--- config.mk ---
export PLATFORM = sky130hd
export DESIGN_NAME = rpn_digit_stack_evaluator_unit
export DESIGN_NICKNAME = d
export VERILOG_FILES = /design/src/sv/rpn_pkg.sv /design/src/sv/rpn_stack_mem.sv /design/src/sv/rpn_div.sv /design/src/sv/rpn_digit_stack_evaluator_unit.sv
export VERILOG_INCLUDE_DIRS = /design/src /design/src/sv
export SDC_FILE = /design/constraint.sdc
export NUM_CORES = 2
export LEC_CHECK = 0
export ABC_AREA = 1
export BUFFER_PORTS_ARGS = -buffer_cell sky130_fd_sc_hd__buf_2
export CAP_MARGIN = 20
export CORE_MARGIN = 2
export CORE_UTILIZATION = 50
export DETAILED_ROUTE_END_ITERATION = 10
export HOLD_SLACK_MARGIN = 0.05
export PLACE_DENSITY = 0.65
export RECOVER_POWER = 100
export SKIP_CTS_REPAIR_TIMING = 1
export SLEW_MARGIN = 20
export SYNTH_ARGS = -nofsm -noshare
export SYNTH_HDL_FRONTEND = slang
export SYNTH_SLANG_ARGS = --single-unit
--- constraint.sdc ---
create_clock -name clk -period 20.2 [get_ports clk]
set_input_delay 2.02 -clock clk [delete_from_list [all_inputs] [get_ports clk]]
set_output_delay 2.02 -clock clk [all_outputs]
set_load 0.05 [all_outputs]
--- src/sv/assert_macros.svh ---
// Assertion macros shared by the evaluator modules.
`ifndef ASSERT_MACROS_SVH
`define ASSERT_MACROS_SVH

// Property must hold at every clock edge outside reset.
`define AST_CHK(label, prop, msg) \
	label: assert property (@(posedge clk) disable iff (!arst_n) (prop)) else $error(msg);

// Antecedent implies consequent in the following cycle.
`define AST_NEXT(label, ante, cons, msg) \
	label: assert property (@(posedge clk) disable iff (!arst_n) (ante) |=> (cons)) \
		else $error(msg);

`endif

--- src/sv/rpn_pkg.sv ---
// Shared types and constants of the RPN stack evaluator.
package rpn_pkg;

	localparam int WordW = 32;

	localparam logic [7:0] CH_NUL   = 8'h00;
	localparam logic [7:0] CH_LF    = 8'h0A;
	localparam logic [7:0] CH_0     = 8'h30;
	localparam logic [7:0] CH_9     = 8'h39;
	localparam logic [7:0] CH_PLUS  = 8'h2B;
	localparam logic [7:0] CH_MINUS = 8'h2D;
	localparam logic [7:0] CH_STAR  = 8'h2A;
	localparam logic [7:0] CH_SLASH = 8'h2F;

	typedef enum logic [2:0] {
		ERR_NONE      = 3'd0,
		ERR_UNDERFLOW = 3'd1,
		ERR_OVERFLOW  = 3'd2,
		ERR_DIVZERO   = 3'd3,
		ERR_BADOP     = 3'd4
	} err_t;

	typedef enum logic [2:0] {
		ST_IDLE,
		ST_POPB,
		ST_POPA,
		ST_EXEC,
		ST_DIV,
		ST_EMIT
	} state_t;

	typedef struct packed {
		logic             start;
		logic [WordW-1:0] dividend;
		logic [WordW-1:0] divisor;
	} div_req_t;

	typedef struct packed {
		logic             done;
		logic [WordW-1:0] quot;
	} div_rsp_t;

endpackage

--- src/sv/rpn_stack_mem.sv ---
// Stack word memory: one write port, one read port, registered read data.
module rpn_stack_mem #(
	parameter int DEPTH = 16,
	parameter int AW    = 4
) (
	input  logic                       clk,
	input  logic                       we,
	input  logic [AW-1:0]              waddr,
	input  logic [rpn_pkg::WordW-1:0]  wdata,
	input  logic                       re,
	input  logic [AW-1:0]              raddr,
	output logic [rpn_pkg::WordW-1:0]  rdata
);

	logic [rpn_pkg::WordW-1:0] mem [DEPTH];
	logic [rpn_pkg::WordW-1:0] rdata_q;

	always_ff @(posedge clk) begin
		if (we) begin
			mem[waddr] <= wdata;
		end
	end

	// hold read data until the next read
	always_ff @(posedge clk) begin
		if (re) begin
			rdata_q <= mem[raddr];
		end
	end

	assign rdata = rdata_q;

endmodule

--- src/sv/rpn_div.sv ---
// Iterative signed divider, truncating toward zero, one quotient bit per cycle.
`include "assert_macros.svh"

module rpn_div (
	input  logic              clk,
	input  logic              arst_n,
	input  rpn_pkg::div_req_t req,
	output rpn_pkg::div_rsp_t rsp
);

	localparam int W  = rpn_pkg::WordW;
	localparam int CW = $clog2(W);

	logic          busy_q;
	logic          fix_q;
	logic          done_q;
	logic [CW-1:0] cnt_q;
	logic [W-1:0]  rem_q;
	logic [W-1:0]  quo_q;
	logic [W-1:0]  den_q;
	logic [W-1:0]  q_q;
	logic          neg_q;

	logic [W:0]    trial;
	logic          ge;

	assign trial = {rem_q, quo_q[W-1]} - {1'b0, den_q};
	assign ge    = !trial[W];

	always_ff @(posedge clk or negedge arst_n) begin
		if (!arst_n) begin
			busy_q <= 1'b0;
			fix_q  <= 1'b0;
			done_q <= 1'b0;
			cnt_q  <= '0;
		end else begin
			done_q <= 1'b0;
			if (req.start) begin
				busy_q <= 1'b1;
				cnt_q  <= '0;
			end else if (busy_q) begin
				cnt_q <= cnt_q + CW'(1);
				if (cnt_q == CW'(W - 1)) begin
					busy_q <= 1'b0;
					fix_q  <= 1'b1;
				end
			end else if (fix_q) begin
				fix_q  <= 1'b0;
				done_q <= 1'b1;
			end
		end
	end

	always_ff @(posedge clk) begin
		if (req.start) begin
			quo_q <= req.dividend[W-1] ? (W'(0) - req.dividend) : req.dividend;
			den_q <= req.divisor[W-1] ? (W'(0) - req.divisor) : req.divisor;
			rem_q <= '0;
			neg_q <= req.dividend[W-1] ^ req.divisor[W-1];
		end else if (busy_q) begin
			rem_q <= ge ? trial[W-1:0] : {rem_q[W-2:0], quo_q[W-1]};
			quo_q <= {quo_q[W-2:0], ge};
		end else if (fix_q) begin
			q_q <= neg_q ? (W'(0) - quo_q) : quo_q;
		end
	end

	assign rsp.done = done_q;
	assign rsp.quot = q_q;

	`AST_CHK(a_div_start_idle, req.start |-> !busy_q && !fix_q, "divider started while busy")
	`AST_NEXT(a_div_done_pulse, done_q, !done_q && !busy_q, "divider done not a single pulse")

endmodule

--- src/sv/rpn_digit_stack_evaluator_unit.sv ---
// Top level of the RPN stack evaluator: sequencer, stack pointer and result register.
//
// Input channel: char_code with in_valid/in_ready, one character per beat.
// Digits push their value; + - * / pop two words and push the result; any other
// character pops two words and flags a bad operator; NUL or newline pops the top
// and sends one result beat (value, status, depth_left) on out_valid/out_ready.
// Digits push on accept; operators step POPB, POPA, EXEC, and '/' then waits in DIV on
// the one-bit-per-cycle divider; end of line waits in EMIT for the result register.
// All stack words live in one memory with a registered read; the sequencer does a
// single access per cycle, so a read never overlaps a write to the same entry.
// The result register decouples the output: a character is taken while a result
// waits, and only a second end of line stalls (in_ready low) until it is taken.
// Reset empties the stack, clears the line status and drops any pending result;
// stack words are not cleared and are never read before they are pushed.
`include "assert_macros.svh"

module rpn_digit_stack_evaluator_unit #(
	parameter int STACK_DEPTH = 16
) (
	input  logic               clk,
	input  logic               arst_n,
	input  logic               in_valid,
	output logic               in_ready,
	input  logic [7:0]         char_code,
	output logic               out_valid,
	input  logic               out_ready,
	output logic signed [31:0] value,
	output logic [2:0]         status,
	output logic [4:0]         depth_left
);

	localparam int W  = rpn_pkg::WordW;
	localparam int AW = $clog2(STACK_DEPTH);
	localparam int PW = $clog2(STACK_DEPTH + 1);

	rpn_pkg::state_t  state_q, state_d;
	rpn_pkg::err_t    line_err_q;
	rpn_pkg::err_t    status_q;
	rpn_pkg::div_req_t div_req;
	rpn_pkg::div_rsp_t div_rsp;

	logic [PW-1:0] sp_q, sp_d, sp_dec;
	logic          pop_empty_q, pop_empty_d;
	logic [7:0]    op_q;
	logic [W-1:0]  a_q, b_q;
	logic          out_valid_q;
	logic [W-1:0]  value_q;
	logic [4:0]    depth_q;

	logic          accept;
	logic          is_eol, is_digit;
	logic [7:0]    digit_off;
	logic          push_req, pop_req;
	logic [W-1:0]  push_val;
	logic          op_err;
	rpn_pkg::err_t op_err_code;
	logic          sp_full, sp_zero;
	logic          mem_we, mem_re;
	logic [W-1:0]  rd_data;
	logic          err_set;
	rpn_pkg::err_t err_code;
	logic          emit_go;
	logic [W-1:0]  pop_word;
	logic [31:0]   sp_ext;

	assign accept    = in_valid && in_ready;
	assign is_eol    = (char_code == rpn_pkg::CH_NUL) || (char_code == rpn_pkg::CH_LF);
	assign is_digit  = (char_code >= rpn_pkg::CH_0) && (char_code <= rpn_pkg::CH_9);
	assign digit_off = char_code - rpn_pkg::CH_0;
	assign emit_go   = !out_valid_q || out_ready;
	assign pop_word  = pop_empty_q ? '0 : rd_data;

	always_ff @(posedge clk or negedge arst_n) begin
		if (!arst_n) begin
			state_q <= rpn_pkg::ST_IDLE;
		end else begin
			state_q <= state_d;
		end
	end

	always_comb begin
		state_d     = state_q;
		in_ready    = 1'b0;
		push_req    = 1'b0;
		push_val    = '0;
		pop_req     = 1'b0;
		op_err      = 1'b0;
		op_err_code = rpn_pkg::ERR_NONE;
		div_req     = '0;
		case (state_q)
			rpn_pkg::ST_IDLE: begin
				in_ready = 1'b1;
				if (in_valid) begin
					if (is_eol) begin
						pop_req = 1'b1;
						state_d = rpn_pkg::ST_EMIT;
					end else if (is_digit) begin
						push_req = 1'b1;
						push_val = W'(digit_off[3:0]);
					end else begin
						pop_req = 1'b1;
						state_d = rpn_pkg::ST_POPB;
					end
				end
			end
			rpn_pkg::ST_POPB: begin
				pop_req = 1'b1;
				state_d = rpn_pkg::ST_POPA;
			end
			rpn_pkg::ST_POPA: begin
				state_d = rpn_pkg::ST_EXEC;
			end
			rpn_pkg::ST_EXEC: begin
				state_d = rpn_pkg::ST_IDLE;
				case (op_q)
					rpn_pkg::CH_PLUS: begin
						push_req = 1'b1;
						push_val = a_q + b_q;
					end
					rpn_pkg::CH_MINUS: begin
						push_req = 1'b1;
						push_val = a_q - b_q;
					end
					rpn_pkg::CH_STAR: begin
						push_req = 1'b1;
						push_val = a_q * b_q;
					end
					rpn_pkg::CH_SLASH: begin
						if (b_q == '0) begin
							op_err      = 1'b1;
							op_err_code = rpn_pkg::ERR_DIVZERO;
							push_req    = 1'b1;
						end else begin
							div_req.start    = 1'b1;
							div_req.dividend = a_q;
							div_req.divisor  = b_q;
							state_d          = rpn_pkg::ST_DIV;
						end
					end
					default: begin
						op_err      = 1'b1;
						op_err_code = rpn_pkg::ERR_BADOP;
					end
				endcase
			end
			rpn_pkg::ST_DIV: begin
				if (div_rsp.done) begin
					push_req = 1'b1;
					push_val = div_rsp.quot;
					state_d  = rpn_pkg::ST_IDLE;
				end
			end
			rpn_pkg::ST_EMIT: begin
				if (emit_go) begin
					state_d = rpn_pkg::ST_IDLE;
				end
			end
			default: begin
				state_d = rpn_pkg::ST_IDLE;
			end
		endcase
	end

	// resolve stack accesses against the pointer
	assign sp_full = (sp_q == PW'(STACK_DEPTH));
	assign sp_zero = (sp_q == '0);
	assign sp_dec  = sp_q - PW'(1);
	assign mem_we  = push_req && !sp_full;
	assign mem_re  = pop_req && !sp_zero;

	always_comb begin
		sp_d        = sp_q;
		pop_empty_d = pop_empty_q;
		if (mem_we) begin
			sp_d = sp_q + PW'(1);
		end else if (pop_req) begin
			pop_empty_d = sp_zero;
			if (!sp_zero) begin
				sp_d = sp_dec;
			end
		end
	end

	// first error in model order wins when several land in one cycle
	always_comb begin
		err_set  = 1'b1;
		err_code = rpn_pkg::ERR_NONE;
		if (op_err) begin
			err_code = op_err_code;
		end else if (push_req && sp_full) begin
			err_code = rpn_pkg::ERR_OVERFLOW;
		end else if (pop_req && sp_zero) begin
			err_code = rpn_pkg::ERR_UNDERFLOW;
		end else begin
			err_set = 1'b0;
		end
	end

	always_ff @(posedge clk or negedge arst_n) begin
		if (!arst_n) begin
			sp_q        <= '0;
			pop_empty_q <= 1'b0;
			line_err_q  <= rpn_pkg::ERR_NONE;
			out_valid_q <= 1'b0;
		end else begin
			sp_q        <= sp_d;
			pop_empty_q <= pop_empty_d;
			if (state_q == rpn_pkg::ST_EMIT && emit_go) begin
				line_err_q  <= rpn_pkg::ERR_NONE;
				out_valid_q <= 1'b1;
			end else begin
				if (out_ready) begin
					out_valid_q <= 1'b0;
				end
				if (err_set && line_err_q == rpn_pkg::ERR_NONE) begin
					line_err_q <= err_code;
				end
			end
		end
	end

	assign sp_ext = 32'(sp_q);

	always_ff @(posedge clk) begin
		if (accept) begin
			op_q <= char_code;
		end
		if (state_q == rpn_pkg::ST_POPB) begin
			b_q <= pop_word;
		end
		if (state_q == rpn_pkg::ST_POPA) begin
			a_q <= pop_word;
		end
		if (state_q == rpn_pkg::ST_EMIT && emit_go) begin
			value_q  <= pop_word;
			status_q <= line_err_q;
			depth_q  <= (sp_ext > 32'd31) ? 5'd31 : sp_ext[4:0];
		end
	end

	rpn_stack_mem #(
		.DEPTH(STACK_DEPTH),
		.AW   (AW)
	) u_mem (
		.clk  (clk),
		.we   (mem_we),
		.waddr(sp_q[AW-1:0]),
		.wdata(push_val),
		.re   (mem_re),
		.raddr(sp_dec[AW-1:0]),
		.rdata(rd_data)
	);

	rpn_div u_div (
		.clk   (clk),
		.arst_n(arst_n),
		.req   (div_req),
		.rsp   (div_rsp)
	);

	assign out_valid  = out_valid_q;
	assign value      = value_q;
	assign status     = status_q;
	assign depth_left = depth_q;

	`AST_CHK(a_sp_range, sp_q <= PW'(STACK_DEPTH), "stack pointer beyond depth")
	`AST_CHK(a_div_done_state, div_rsp.done |-> state_q == rpn_pkg::ST_DIV,
		"divider result outside divide wait")
	`AST_NEXT(a_emit_clears_err, state_q == rpn_pkg::ST_EMIT && emit_go,
		line_err_q == rpn_pkg::ERR_NONE && out_valid_q, "line status not cleared on emit")
	`AST_CHK(a_one_access, !(mem_we && mem_re), "stack read and write in one cycle")

endmodule

==> summary.md <==
| Metric | Value |
|---|---|
| Status | finished with violations |
| Failing checks | capacitance limit, slew limit |
| WP data arrival | 12.60 ns |
| Die area | 114,000 µm² |
| Mean area per synthesized cell | 9.48 µm² |
| Vias in the first global route | 41,000 |
| Adder-Cell Fraction of Synth Area | 0.192 |
| Core area | 111,000 µm² |
| CP cell instances | clkbuf_1 -> ha_1 -> inv_1 -> nor3_1 -> clkbuf_1 |
| Fin. max-slew vios | 1,227 |
| Gr ovfl total | 0 |
| Row count | 122 |
| Synth Warn # | 0 |
| Hold WC Path Type | reg -> reg |
| RSZ-0062 raised after global routing | no |
| Fmax | 80.6 MHz |
| CP max stage cell | clkbuf_1 |
| Antenna-violating nets left | 0 |
| DP Wirelength | 116,000 µm |
| Pre-antenna DRT Iters | 6 |
| Final Cycle Share | 0.614 |
| CTS root buf | clkbuf_16 |
| R2R Setup Slk | 7.80 ns |
| Port bufs | 53 |
| Setup TNS | 0 ns |
| Top cells by area, synth | edfxtp_1 41%, fa_1 15%, nand2_1 8.2% |
| #FFs+latches synth | 806 |
| Post-synthesis mux area share | 0.0189 |
| Cell area after synthesis | 55,600 µm² |
| Syn nets | 6,483 |
| Max FFs per register | 512 |
| Synth cell types | 75 |
| Largest family of logic cells by synthesized area | adder cells |
| Post-Synthesis Cells | 5,862 |
| Maximum net fanout on the critical path | 191 |
| Starting Density | 0.503 |
| Top cell type's share of synthesized area | 0.407 |
| Synth area leader | edfxtp_1 |
| Clock latency on the worst-skew pair | 0.65 ns |
| Total of max-cap violations | 41 |
| Starting DRT DRC Count | 4,343 |
| Worst Skew | 0.0342 ns |
| CTS tree | done |
| Die W | 337 µm |
| WL per Instance | 22.7 µm |
| Inserted Clock Buffers | 79 |
| Nets | 6,423 |
| Clock slew at reported path FFs | 0.06 ns |
| XOR/XNOR Fraction of Synth Area | 0.0208 |
| Crit path launch | sp_q[0] |
| Via density | 5.67 |
| Area of the multi-input gates | 26,600 µm² |
| Initial antenna violation count | 8 |
| Critical Path End | u_mem.mem[15][24] |
| Die Span Y | 337 µm |
| Slew margin rel. | -6.14 |
| Storage cell area | 23,800 µm² |
| R2R depth | 5 |
| CP dominant cell by count | clkbuf_1 |
| Final setup vio count | 0 |
| Seq/Total Area, Yosys | 0.428 |
| Tmin final | 12.40 ns |
| Most frequent cells in the layout | 1,215 x nand2_1, 1,041 x inv_1, 753 x edfxtp_1 |
| Post-synthesis compound-gate area fraction | 0.0845 |
| Top Ports | 54 |
| Post-synthesis simple-gate area fraction | 0.160 |
| Worst Path Required | 20.40 ns |
| Ys async rst share | 0.0261 |
| Largest net degree at the start of global routing | 192 |
| Placer congestion estimate | 0.983 |
| Post-synth top flop | edfxtp_1 |
| Most common cell after layout, fill and taps aside | nand2_1 |
| R2r startpoint | sp_q[0] |
| First-pass GRT wire length | 251,000 µm |
| Via count | 41,700 |
| EDFF count, synth | 753 |
| # DRC | 0 |
| Fillers | 9,997 |
| Reg2reg end | u_mem.mem[15][24] |
| CTS H-Tree Depth | 3 |
| Startpoint Class | flip-flop |
| Routed wire length | 167,000 µm |
| Largest reg by FF count | u_mem.mem |
| Tightest Pin Transition | 10.71 ns |
| Clock sinks | 806 |
| Clock tree buffer depth | 3 |
| Final Hold Viols | 0 |
| P&R area growth vs syn | 7.34% |
| Max stage delay on crit path | 7.36 ns |
| Layout cells sized above 1 | 0.0527 |
| Critical path class | reg -> reg |
| GRT Total Usage | 0.295 |
| CP Capture Type | flip-flop |
## routing by layer
metal | part of all wire | wire length, µm | track usage | up-vias
met5 | 0.00017 | 29 | 0 | -
met4 | 0.030 | 5010 | 0.0891 | 6
met3 | 0.077 | 12900 | 0.0326 | 289
met2 | 0.47 | 78900 | 0.486 | 1748
met1 | 0.42 | 70000 | 0.412 | 20700
li1 | - | - | - | 18900
## worst max-delay path: cells and delay by family, from the launching register on
family,cells,cell delay [ns]
adder cells (fa/ha/maj),1,0.99
AND/OR/NAND/NOR,1,1.06
flip-flops,1,0.42
buffers and inverters,3,9.43
## kinds of logic after synthesis
| kind of cell | Yosys count |
|---|---|
| AOI/OAI and AO/OA | 758 |
| and+or+nand+nor | 2093 |
| buffers and inverters | 1359 |
| adders and majority gates | 609 |
| muxes | 105 |
| DFF | 806 |
| xor gates and xnor gates | 132 |
## synth_stat cells (92+ instances only)
library cell,n
edfxtp_1,753
nand3_1,207
mux2i_1,105
clkbuf_1,197
o221ai_1,92
nor2_1,448
ha_1,199
xor2_1,92
nand2_1,1213
inv_1,1037
fa_1,410
o21ai_0,309
a21oi_1,144
## worst min-delay path by stage
stage / from / end / slack (ns) / cells past startpoint
2_1_floorplan: u_div.rem_q[26] / u_div.rem_q[26] / 0.44 / 2
5_1_grt: u_div.rem_q[31] / u_div.rem_q[31] / 0.48 / 2
6_report: u_div.rem_q[8] / u_div.rem_q[8] / 0.47 / 2
3_3_place_gp: u_div.rem_q[2] / u_div.rem_q[2] / 0.46 / 2
3_5_place_dp: u_div.rem_q[31] / u_div.rem_q[31] / 0.46 / 2
4_1_cts: u_div.rem_q[31] / u_div.rem_q[31] / 0.47 / 2
## metrics by stage
stage | util | std cells | setup slack [ns] | hold WS, ns | area [µm²]
2_1_floorplan | - | 5862 | 12.99 | 0.442 | 55600
3_3_place_gp | 0.519 | 7207 | 12.18 | 0.458 | 57400
3_5_place_dp | 0.519 | 7208 | 12.11 | 0.459 | 57400
4_1_cts | 0.543 | 7354 | 12.08 | 0.470 | 60000
5_1_grt | 0.540 | 7355 | 7.23 | 0.477 | 59700
6_report | 0.540 | 7356 | 7.80 | 0.470 | 59700
## cell type report
type,count,area share
Clock buffer,94,0.0346
Tap cell,1488,0.0312
Timing Repair Buffer,151,0.0132
Multi-Input combinational cell,3697,0.445
Antenna cell,1,0.0000419
Clock inverter,52,0.0100
Inverter,1067,0.0674
Sequential cell,806,0.398
Power is left out: the tool's default activity adds up to more than one toggle a clock period on the data nets, which glitch-free logic cannot reach.
